### src/rtl/core/tsq_pkg.sv
// Shared types, constants and helpers for the turntable photo sequencer.
`timescale 1ns / 1ps

package tsq_pkg;

  // Width of the motor step counter
  localparam int unsigned STEP_W = 16;
  localparam int unsigned SAT_W  = (STEP_W > 16) ? STEP_W : 16;
  localparam logic [STEP_W-1:0] STEP_MAX = {STEP_W{1'b1}};

  localparam int unsigned PROG_W  = 7;
  localparam int unsigned SPM_W   = 16;
  localparam int unsigned DELAY_W = 14;
  localparam int unsigned PULSE_W = 16;
  localparam int unsigned CFG_IDX_W  = 3;
  localparam int unsigned CFG_DATA_W = 16;

  localparam logic [DELAY_W-1:0] WAIT_MAX = {DELAY_W{1'b1}};
  localparam logic [PULSE_W-1:0] SHUT_MAX = {PULSE_W{1'b1}};
  localparam logic [PROG_W-1:0]  PROG_MAX = {PROG_W{1'b1}};

  // Register indexes on the configuration port
  localparam logic [CFG_IDX_W-1:0] REG_PHOTO_COUNT    = 3'd0;
  localparam logic [CFG_IDX_W-1:0] REG_STEPS_PER_MOVE = 3'd1;
  localparam logic [CFG_IDX_W-1:0] REG_PHOTO_DELAY    = 3'd2;
  localparam logic [CFG_IDX_W-1:0] REG_SHUTTER_EN     = 3'd3;
  localparam logic [CFG_IDX_W-1:0] REG_SHUTTER_PULSE  = 3'd4;

  // Register reset values
  localparam logic [PROG_W-1:0]  RST_PHOTO_COUNT   = 7'd24;
  localparam logic [SPM_W-1:0]   RST_STEPS_PER_MOVE = 16'd1600;
  localparam logic [DELAY_W-1:0] RST_PHOTO_DELAY   = 14'd2000;
  localparam logic               RST_SHUTTER_EN    = 1'b1;
  localparam logic [PULSE_W-1:0] RST_SHUTTER_PULSE = 16'd100;

  typedef struct packed {
    logic step_due;
    logic hold;
    logic restart;
  } tick_t;

  typedef struct packed {
    logic              shutter_level;
    logic              step_pulse;
    logic              motor_enable;
    logic [PROG_W-1:0] photos_done;
    logic              run_complete;
  } res_t;

  typedef struct packed {
    logic [PROG_W-1:0]  photo_count;
    logic [SPM_W-1:0]   steps_per_move;
    logic [DELAY_W-1:0] photo_delay_ms;
    logic               shutter_enable;
    logic [PULSE_W-1:0] shutter_pulse_ms;
  } cfg_t;

  // Clamp the programmed step count to what the step counter can hold
  function automatic logic [STEP_W-1:0] sat_steps(input logic [SPM_W-1:0] s);
    logic [SAT_W-1:0] wide;
    wide = SAT_W'(s);
    if (wide > SAT_W'(STEP_MAX)) begin
      return STEP_MAX;
    end
    return wide[STEP_W-1:0];
  endfunction

endpackage

### src/rtl/core/tsq_ifs.sv
// Handshake channel interfaces for the turntable photo sequencer.
`timescale 1ns / 1ps

interface tsq_in_if;
  logic valid;
  logic ready;
  logic step_due;
  logic hold;
  logic restart;
  modport source(output valid, output step_due, output hold, output restart, input ready);
  modport sink(input valid, input step_due, input hold, input restart, output ready);
endinterface

interface tsq_out_if;
  logic                      valid;
  logic                      ready;
  logic                      shutter_level;
  logic                      step_pulse;
  logic                      motor_enable;
  logic [tsq_pkg::PROG_W-1:0] photos_done;
  logic                      run_complete;
  modport source(output valid, output shutter_level, output step_pulse,
                 output motor_enable, output photos_done, output run_complete,
                 input ready);
  modport sink(input valid, input shutter_level, input step_pulse,
               input motor_enable, input photos_done, input run_complete,
               output ready);
endinterface

interface tsq_cfg_if;
  logic                          valid;
  logic                          ready;
  logic [tsq_pkg::CFG_IDX_W-1:0]  index;
  logic [tsq_pkg::CFG_DATA_W-1:0] data;
  modport source(output valid, output index, output data, input ready);
  modport sink(input valid, input index, input data, output ready);
endinterface

### src/rtl/core/tsq_seq.sv
// Run state and per-tick update of the photo sequencer.
`timescale 1ns / 1ps

module tsq_seq (
  input  logic            clk,
  input  logic            rst_n,
  input  logic            tick_en,
  input  tsq_pkg::tick_t  tick,
  input  tsq_pkg::cfg_t   cfg,
  output tsq_pkg::res_t   res
);

  typedef struct packed {
    logic                        open;
    logic [tsq_pkg::PULSE_W-1:0] timer;
  } shut_t;

  logic [tsq_pkg::PROG_W-1:0]  progress_r, progress_nxt;
  logic                        moving_r, moving_nxt;
  logic [tsq_pkg::STEP_W-1:0]  steps_left_r, steps_left_nxt;
  logic [tsq_pkg::DELAY_W-1:0] wait_timer_r, wait_timer_nxt;
  logic                        shutter_open_r, shutter_open_nxt;
  logic [tsq_pkg::PULSE_W-1:0] shutter_timer_r, shutter_timer_nxt;
  logic                        run_started_r, run_started_nxt;
  logic                        pulse;

  // Open on fire, close once the pulse has lasted long enough
  function automatic shut_t shutter_svc(input logic en, input logic fire, input shut_t s,
                                        input logic [tsq_pkg::PULSE_W-1:0] len);
    shut_t o;
    o = s;
    if (en) begin
      if (fire && !o.open) begin
        o.open  = 1'b1;
        o.timer = '0;
      end
      if (o.open && o.timer >= len) begin
        o.open = 1'b0;
      end
    end
    return o;
  endfunction

  always_comb begin
    shut_t sh;
    logic  start_hold;
    progress_nxt   = progress_r;
    moving_nxt     = moving_r;
    steps_left_nxt = steps_left_r;
    wait_timer_nxt = wait_timer_r;
    sh.open        = shutter_open_r;
    sh.timer       = shutter_timer_r;
    run_started_nxt = run_started_r;
    pulse          = 1'b0;
    start_hold     = 1'b0;

    if (tick.restart) begin
      progress_nxt    = '0;
      moving_nxt      = 1'b0;
      steps_left_nxt  = '0;
      wait_timer_nxt  = tsq_pkg::WAIT_MAX;
      sh.open         = 1'b0;
      sh.timer        = '0;
      run_started_nxt = 1'b0;
    end

    if (wait_timer_nxt != tsq_pkg::WAIT_MAX) begin
      wait_timer_nxt = wait_timer_nxt + 1'b1;
    end
    if (sh.timer != tsq_pkg::SHUT_MAX) begin
      sh.timer = sh.timer + 1'b1;
    end

    // First tick of a run: enable motor and fire the shutter
    if (progress_nxt == '0 && !moving_nxt && !run_started_nxt) begin
      run_started_nxt = 1'b1;
      sh.timer        = '0;
      sh = shutter_svc(cfg.shutter_enable, 1'b1, sh, cfg.shutter_pulse_ms);
    end

    if (progress_nxt < cfg.photo_count && !moving_nxt) begin
      // Motion waits for the opening pulse of the run to end
      start_hold = (progress_nxt == '0) && (sh.timer < cfg.shutter_pulse_ms);
      if (!start_hold && wait_timer_nxt >= cfg.photo_delay_ms) begin
        steps_left_nxt = tsq_pkg::sat_steps(cfg.steps_per_move);
        moving_nxt     = 1'b1;
      end
      sh = shutter_svc(cfg.shutter_enable, 1'b0, sh, cfg.shutter_pulse_ms);
    end

    if (moving_nxt && !tick.hold && tick.step_due && steps_left_nxt != '0) begin
      steps_left_nxt = steps_left_nxt - 1'b1;
      pulse          = 1'b1;
    end

    if (moving_nxt && steps_left_nxt == '0) begin
      moving_nxt = 1'b0;
      if (progress_nxt != tsq_pkg::PROG_MAX) begin
        progress_nxt = progress_nxt + 1'b1;
      end
      wait_timer_nxt = '0;
      if (progress_nxt < cfg.photo_count) begin
        sh = shutter_svc(cfg.shutter_enable, 1'b1, sh, cfg.shutter_pulse_ms);
      end
    end

    shutter_open_nxt  = sh.open;
    shutter_timer_nxt = sh.timer;

    res.shutter_level = shutter_open_nxt;
    res.step_pulse    = pulse;
    res.motor_enable  = run_started_nxt;
    res.photos_done   = progress_nxt;
    res.run_complete  = (progress_nxt >= cfg.photo_count);
  end

  always_ff @(posedge clk) begin
    if (!rst_n) begin
      progress_r      <= '0;
      moving_r        <= 1'b0;
      steps_left_r    <= '0;
      wait_timer_r    <= tsq_pkg::WAIT_MAX;
      shutter_open_r  <= 1'b0;
      shutter_timer_r <= '0;
      run_started_r   <= 1'b0;
    end else if (tick_en) begin
      progress_r      <= progress_nxt;
      moving_r        <= moving_nxt;
      steps_left_r    <= steps_left_nxt;
      wait_timer_r    <= wait_timer_nxt;
      shutter_open_r  <= shutter_open_nxt;
      shutter_timer_r <= shutter_timer_nxt;
      run_started_r   <= run_started_nxt;
    end
  end

  // The step counter only holds a count during a move
  a_idle_no_steps: assert property (@(posedge clk) disable iff (!rst_n)
    !moving_r |-> steps_left_r == '0)
    else $error("steps left while not moving");

  a_step_gated: assert property (@(posedge clk) disable iff (!rst_n)
    tick_en && res.step_pulse |-> tick.step_due && !tick.hold)
    else $error("step issued without step_due or while held");

  a_run_started: assert property (@(posedge clk) disable iff (!rst_n)
    tick_en |=> run_started_r)
    else $error("run not started after a tick");

  a_restart_progress: assert property (@(posedge clk) disable iff (!rst_n)
    tick_en && tick.restart |=> progress_r <= 7'd1)
    else $error("progress too high after restart");

endmodule

### src/rtl/core/turntable_photo_sequencer.sv
// Top level of the turntable photo sequencer: channels, configuration and result register.
`timescale 1ns / 1ps

// Each accepted input beat is one millisecond tick and yields exactly one result
// beat. A beat is held in an input register, evaluated against the run state and
// moved into the result register; the block sustains one tick per clock cycle,
// and the input stalls only while both registers hold a beat and the result is
// not taken.
// Configuration writes are always taken (cfg ready is tied high) and should land
// only while no tick is in flight.
module turntable_photo_sequencer (
  input  logic          clk,
  input  logic          rst_n,
  tsq_in_if.sink        in_bus,
  tsq_out_if.source     out_bus,
  tsq_cfg_if.sink       cfg_bus
);

  tsq_pkg::cfg_t  cfg_r;
  logic           s1_valid_r;
  tsq_pkg::tick_t s1_tick_r;
  logic           out_valid_r;
  tsq_pkg::res_t  out_res_r;
  tsq_pkg::res_t  res;
  logic           out_free;
  logic           s1_adv;
  logic           in_take;

  assign out_free = !out_valid_r || out_bus.ready;
  assign s1_adv   = s1_valid_r && out_free;
  assign in_bus.ready = !s1_valid_r || out_free;
  assign in_take  = in_bus.valid && in_bus.ready;
  assign cfg_bus.ready = 1'b1;

  always_ff @(posedge clk) begin
    if (!rst_n) begin
      cfg_r.photo_count      <= tsq_pkg::RST_PHOTO_COUNT;
      cfg_r.steps_per_move   <= tsq_pkg::RST_STEPS_PER_MOVE;
      cfg_r.photo_delay_ms   <= tsq_pkg::RST_PHOTO_DELAY;
      cfg_r.shutter_enable   <= tsq_pkg::RST_SHUTTER_EN;
      cfg_r.shutter_pulse_ms <= tsq_pkg::RST_SHUTTER_PULSE;
    end else if (cfg_bus.valid) begin
      case (cfg_bus.index)
        tsq_pkg::REG_PHOTO_COUNT:    cfg_r.photo_count      <= cfg_bus.data[tsq_pkg::PROG_W-1:0];
        tsq_pkg::REG_STEPS_PER_MOVE: cfg_r.steps_per_move   <= cfg_bus.data[tsq_pkg::SPM_W-1:0];
        tsq_pkg::REG_PHOTO_DELAY:    cfg_r.photo_delay_ms   <= cfg_bus.data[tsq_pkg::DELAY_W-1:0];
        tsq_pkg::REG_SHUTTER_EN:     cfg_r.shutter_enable   <= cfg_bus.data[0];
        tsq_pkg::REG_SHUTTER_PULSE:  cfg_r.shutter_pulse_ms <= cfg_bus.data[tsq_pkg::PULSE_W-1:0];
        default: begin
          // drop writes to unmapped indexes
        end
      endcase
    end
  end

  always_ff @(posedge clk) begin
    if (!rst_n) begin
      s1_valid_r  <= 1'b0;
      out_valid_r <= 1'b0;
    end else begin
      if (in_take) begin
        s1_valid_r <= 1'b1;
      end else if (s1_adv) begin
        s1_valid_r <= 1'b0;
      end
      if (s1_adv) begin
        out_valid_r <= 1'b1;
      end else if (out_bus.ready) begin
        out_valid_r <= 1'b0;
      end
    end
  end

  always_ff @(posedge clk) begin
    if (in_take) begin
      s1_tick_r.step_due <= in_bus.step_due;
      s1_tick_r.hold     <= in_bus.hold;
      s1_tick_r.restart  <= in_bus.restart;
    end
    if (s1_adv) begin
      out_res_r <= res;
    end
  end

  tsq_seq u_seq (
    .clk     (clk),
    .rst_n   (rst_n),
    .tick_en (s1_adv),
    .tick    (s1_tick_r),
    .cfg     (cfg_r),
    .res     (res)
  );

  assign out_bus.valid         = out_valid_r;
  assign out_bus.shutter_level = out_res_r.shutter_level;
  assign out_bus.step_pulse    = out_res_r.step_pulse;
  assign out_bus.motor_enable  = out_res_r.motor_enable;
  assign out_bus.photos_done   = out_res_r.photos_done;
  assign out_bus.run_complete  = out_res_r.run_complete;

  // Input stalls only behind a held beat that cannot move on
  a_stall_cause: assert property (@(posedge clk) disable iff (!rst_n)
    !in_bus.ready |-> s1_valid_r && out_valid_r && !out_bus.ready)
    else $error("input stalled without a blocked beat");

  a_step_needs_motor: assert property (@(posedge clk) disable iff (!rst_n)
    out_valid_r && out_res_r.step_pulse |-> out_res_r.motor_enable)
    else $error("step pulse with motor disabled");

  a_fill_result: assert property (@(posedge clk) disable iff (!rst_n)
    s1_adv |=> out_valid_r)
    else $error("evaluated beat lost");

endmodule
### src/flat_wrapper.sv
// flat-port wrapper written by rule: the top's interface ports become plain ports
module turntable_photo_sequencer_flat 
  (clk, rst_n, in_bus_valid, in_bus_step_due, in_bus_hold, in_bus_restart, in_bus_ready, out_bus_valid, out_bus_shutter_level, out_bus_step_pulse, out_bus_motor_enable, out_bus_photos_done, out_bus_run_complete, out_bus_ready, cfg_bus_valid, cfg_bus_index, cfg_bus_data, cfg_bus_ready);
  tsq_in_if in_bus_i ();
  tsq_out_if out_bus_i ();
  tsq_cfg_if cfg_bus_i ();
  input  logic clk;
  input  logic rst_n;
  input wire logic [$bits(in_bus_i.valid)-1:0] in_bus_valid;
  input wire logic [$bits(in_bus_i.step_due)-1:0] in_bus_step_due;
  input wire logic [$bits(in_bus_i.hold)-1:0] in_bus_hold;
  input wire logic [$bits(in_bus_i.restart)-1:0] in_bus_restart;
  output wire logic [$bits(in_bus_i.ready)-1:0] in_bus_ready;
  output wire logic [$bits(out_bus_i.valid)-1:0] out_bus_valid;
  output wire logic [$bits(out_bus_i.shutter_level)-1:0] out_bus_shutter_level;
  output wire logic [$bits(out_bus_i.step_pulse)-1:0] out_bus_step_pulse;
  output wire logic [$bits(out_bus_i.motor_enable)-1:0] out_bus_motor_enable;
  output wire logic [$bits(out_bus_i.photos_done)-1:0] out_bus_photos_done;
  output wire logic [$bits(out_bus_i.run_complete)-1:0] out_bus_run_complete;
  input wire logic [$bits(out_bus_i.ready)-1:0] out_bus_ready;
  input wire logic [$bits(cfg_bus_i.valid)-1:0] cfg_bus_valid;
  input wire logic [$bits(cfg_bus_i.index)-1:0] cfg_bus_index;
  input wire logic [$bits(cfg_bus_i.data)-1:0] cfg_bus_data;
  output wire logic [$bits(cfg_bus_i.ready)-1:0] cfg_bus_ready;
  assign in_bus_i.valid = in_bus_valid;
  assign in_bus_i.step_due = in_bus_step_due;
  assign in_bus_i.hold = in_bus_hold;
  assign in_bus_i.restart = in_bus_restart;
  assign in_bus_ready = in_bus_i.ready;
  assign out_bus_valid = out_bus_i.valid;
  assign out_bus_shutter_level = out_bus_i.shutter_level;
  assign out_bus_step_pulse = out_bus_i.step_pulse;
  assign out_bus_motor_enable = out_bus_i.motor_enable;
  assign out_bus_photos_done = out_bus_i.photos_done;
  assign out_bus_run_complete = out_bus_i.run_complete;
  assign out_bus_i.ready = out_bus_ready;
  assign cfg_bus_i.valid = cfg_bus_valid;
  assign cfg_bus_i.index = cfg_bus_index;
  assign cfg_bus_i.data = cfg_bus_data;
  assign cfg_bus_ready = cfg_bus_i.ready;
  turntable_photo_sequencer u_core (.clk(clk), .rst_n(rst_n), .in_bus(in_bus_i), .out_bus(out_bus_i), .cfg_bus(cfg_bus_i));
endmodule
### config.mk
export PLATFORM = sky130hd
export DESIGN_NAME = turntable_photo_sequencer_flat
export DESIGN_NICKNAME = d
export VERILOG_FILES = /design/src/rtl/core/tsq_pkg.sv /design/src/rtl/core/tsq_ifs.sv /design/src/rtl/core/tsq_seq.sv /design/src/rtl/core/turntable_photo_sequencer.sv /design/src/flat_wrapper.sv
export SDC_FILE = /design/constraint.sdc
export NUM_CORES = 1
export LEC_CHECK = 0
export ABC_AREA = 1
export BUFFER_PORTS_ARGS = -buffer_cell sky130_fd_sc_hd__buf_4
export CORE_ASPECT_RATIO = 1.4
export CORE_UTILIZATION = 63
export DETAILED_ROUTE_END_ITERATION = 7
export PLACE_DENSITY = 0.81
export SETUP_SLACK_MARGIN = 0.02
export SYNTH_ARGS = -nofsm -noshare
export SYNTH_HDL_FRONTEND = slang
export SYNTH_SLANG_ARGS = --single-unit
### constraint.sdc
create_clock -name clk -period 8.44 [get_ports clk]
set_input_delay 1.688 -clock clk [delete_from_list [all_inputs] [get_ports clk]]
set_output_delay 1.688 -clock clk [all_outputs]
set_load 0.01 [all_outputs]
==> flow_metrics.env <==
export IMPL_wl_um=26200
export IMPL_cpPeakStageDelay_ps=480
export IMPL_avgSynthCellArea_um2=6.46
export IMPL_cts_buffers=17
export IMPL_clock_latency_ps=430
export IMPL_clkSlewWorstSetupHoldPaths_ps=60
export IMPL_rsz0062_at_grt="no"
export IMPL_status="complete, no violations"
export IMPL_powerDensity_mw_per_mm2=202
export IMPL_layout_common_cells="nand2_1 (346), inv_1 (201), nor2_1 (157), a21oi_1 (118), dfxtp_1 (112)"
export IMPL_yosys_most_used_dff="dfxtp_1"
export IMPL_cts_sinks=126
export IMPL_cp_required_ps=8620
export IMPL_vias=9465
export IMPL_syn_nets=1534
export IMPL_clk_path_buf_depth=2
export IMPL_ys_types=47
export IMPL_end_kind="flop"
export IMPL_grt_usage=0.353
export IMPL_grt_max_degree=68
export IMPL_arrival_ps=7850
export IMPL_hold_class="reg2reg"
export IMPL_worstPathMaxFanout=33
export IMPL_die_w_um=105
export IMPL_synth_async_reset_ratio=0
export IMPL_drt_iter0_drc=606
export IMPL_h_tree_depth=4
export IMPL_synthCells=1437
export IMPL_ys_top_cells_by_area="dfxtp_1 (24%), nand2_1 (14%), ha_1 (9.4%)"
export IMPL_syn_to_final_growth_pct=11.2
export IMPL_leakagePower_nw=5.06
export IMPL_slowest_stage="edfxtp_1"
export IMPL_min_period_over_period=0.908
export IMPL_start_kind="flop"
export IMPL_detailedPlacementHpwl_um=18600
export IMPL_fp_dieArea_mm2=0.0152
export IMPL_synth_seq_cells=126
export IMPL_drv_cap=0
export IMPL_tightestPinTransition_ps=851
export IMPL_syn_area_mm2=0.00928
export IMPL_holdBufCountCts=0
export IMPL_ios=41
export IMPL_finalSetupViolCount=0
export IMPL_cts_root_buf="clkbuf_16"
export IMPL_drtPass1Iterations=5
export IMPL_cp_common_cell="nand2_1"
export IMPL_rows=52
export IMPL_routedWlPerCell_um=15.8
export IMPL_drtAntennaViolNets=0
export IMPL_hold_viol=0
export IMPL_holdWs_ps=464
export IMPL_start_util=0.642
export IMPL_drc_errors=0
export IMPL_relSlewSlack=0.432
export IMPL_viasPerCell=5.70
export IMPL_final_common_cell="nand2_1"
export IMPL_synth_edff_count=14
export IMPL_drive_above_1_share=0.105
export IMPL_grt_overflow_total=0
export IMPL_cts_tree="built"
export IMPL_grt_pass1_wl_um=42700
export IMPL_peakVddDrop_uv=138
export IMPL_seq_area_frac_synth=0.287
export IMPL_yosysWarnings=0
export IMPL_diodes=0
export IMPL_critPathKind="reg2reg"
export IMPL_gp_congestion=0.982
export IMPL_synth_top_area_frac=0.242
export IMPL_port_buffers=39
export IMPL_nets=1557
export IMPL_yosysTopAreaCell="dfxtp_1"
export IMPL_finClkSkew_ps=8.43
export IMPL_fin_crit_ps=7660
export IMPL_slew_violations=0
export IMPL_fin_setup_tns_ps=0
export IMPL_grt_pass1_vias=9091
export IMPL_max_freq_mhz=130
export IMPL_die_height_um=146
export IMPL_core_area_mm2=0.0144
export IMPL_grt_antenna_before_repair=0
worst max-delay path, delay by kind of cell (launching register included):
kind,cells,cell delay (ps)
buf+inv,9,1140
simple gates,31,3810
compound gates,7,1050
flops,1,480
fa+ha+maj,4,940
registers in the layout, indices dropped and copies added (netlist names):
| register | cells |
|---|---|
| u_core.cfg_r | 54 |
| u_core.u_seq.shutter_timer_r | 16 |
| u_core.u_seq.steps_left_r | 16 |
| u_core.u_seq.wait_timer_r | 14 |
| u_core.out_bus.photos_done | 7 |
| u_core.u_seq.progress_r | 7 |
| u_core.s1_tick_r | 3 |
| u_core.out_bus.motor_enable | 1 |
| u_core.out_bus.run_complete | 1 |
| u_core.out_bus.shutter_level | 1 |
| u_core.out_bus.step_pulse | 1 |
| u_core.out_bus.valid | 1 |
| u_core.s1_valid_r | 1 |
| u_core.u_seq.moving_r | 1 |
| u_core.u_seq.run_started_r | 1 |
| u_core.u_seq.shutter_open_r | 1 |
where the power goes:
group | switching (mW) | leakage (nW) | internal (mW)
sequential | 0.0148 | 1.05 | 0.637
combinational | 0.450 | 3.71 | 0.212
clock | 0.268 | 0.300 | 0.499
through the flow:
| step | worst slack [ps] | area, um^2 | total power [mW] | util | cells |
|---|---|---|---|---|---|
| 3_5_place_dp | 462 | 9590 | 1.28 | 0.664 | 1617 |
| 4_1_cts | 417 | 10200 | 2.04 | 0.706 | 1647 |
| 2_1_floorplan | 748 | 9280 | 1.14 | - | 1437 |
| 5_1_grt | 66.3 | 10300 | 2.19 | 0.714 | 1660 |
| 3_3_place_gp | 733 | 9590 | 1.26 | 0.664 | 1617 |
| 6_report | 776 | 10300 | 2.08 | 0.714 | 1660 |
path summary, 6_finish.rpt:
path                                          from                               end  slack (ps)  cells after the start
hold reg to reg   u_core.u_seq.shutter_timer_r[11]  u_core.u_seq.shutter_timer_r[11]         460                      2
hold / removal    u_core.u_seq.shutter_timer_r[11]  u_core.u_seq.shutter_timer_r[11]         460                      2
setup reg to reg               u_core.s1_tick_r[0]       u_core.out_bus.run_complete         780                     51
setup / recovery               u_core.s1_tick_r[0]       u_core.out_bus.run_complete         780                     51
Yosys cell counts, drive strengths merged (2+ instances only):
cell type	count
a21oi	119
xor2	17
nor2	172
o21ai	71
edfxtp	14
o211ai	16
a211oi	2
nor4	6
inv	215
dfxtp	112
clkbuf	38
o21a	5
nor3	28
o31ai	2
a31oi	16
buf	26
nand2	366
nand4	65
ha	70
o21bai	2
nand3	66
area by class of cell:
type	count	area [um^2]
multi-input combinational	1032	5480
fill	1269	4130
sequential	126	2660
inverter	215	810
clock buffer	27	546
timing repair buffer	68	510
tap	189	236
clock inverter	3	68.8
cell families after synthesis:
kind of cell | share of synthesized area
other cells | 0.000404
simple gates | 0.337
compound gates | 0.141
buf+inv | 0.124
flops | 0.287
fa+ha+maj | 0.0944
xor+xnor | 0.0160
per-layer routing:
metal	up-vias	global-route usage	wire length [um]
li1	4726	-	-
met1	4289	0.388	10200
met2	325	0.613	13000
met3	125	0.0582	1280
met4	0	0.254	1700
met5	-	0	0
what timing repair did:
item                       CTS  global route
gates resized for setup      0             3
buffers inserted             0            13
setup endpoints to repair    0             1
(Power assumes the default switching activity.)
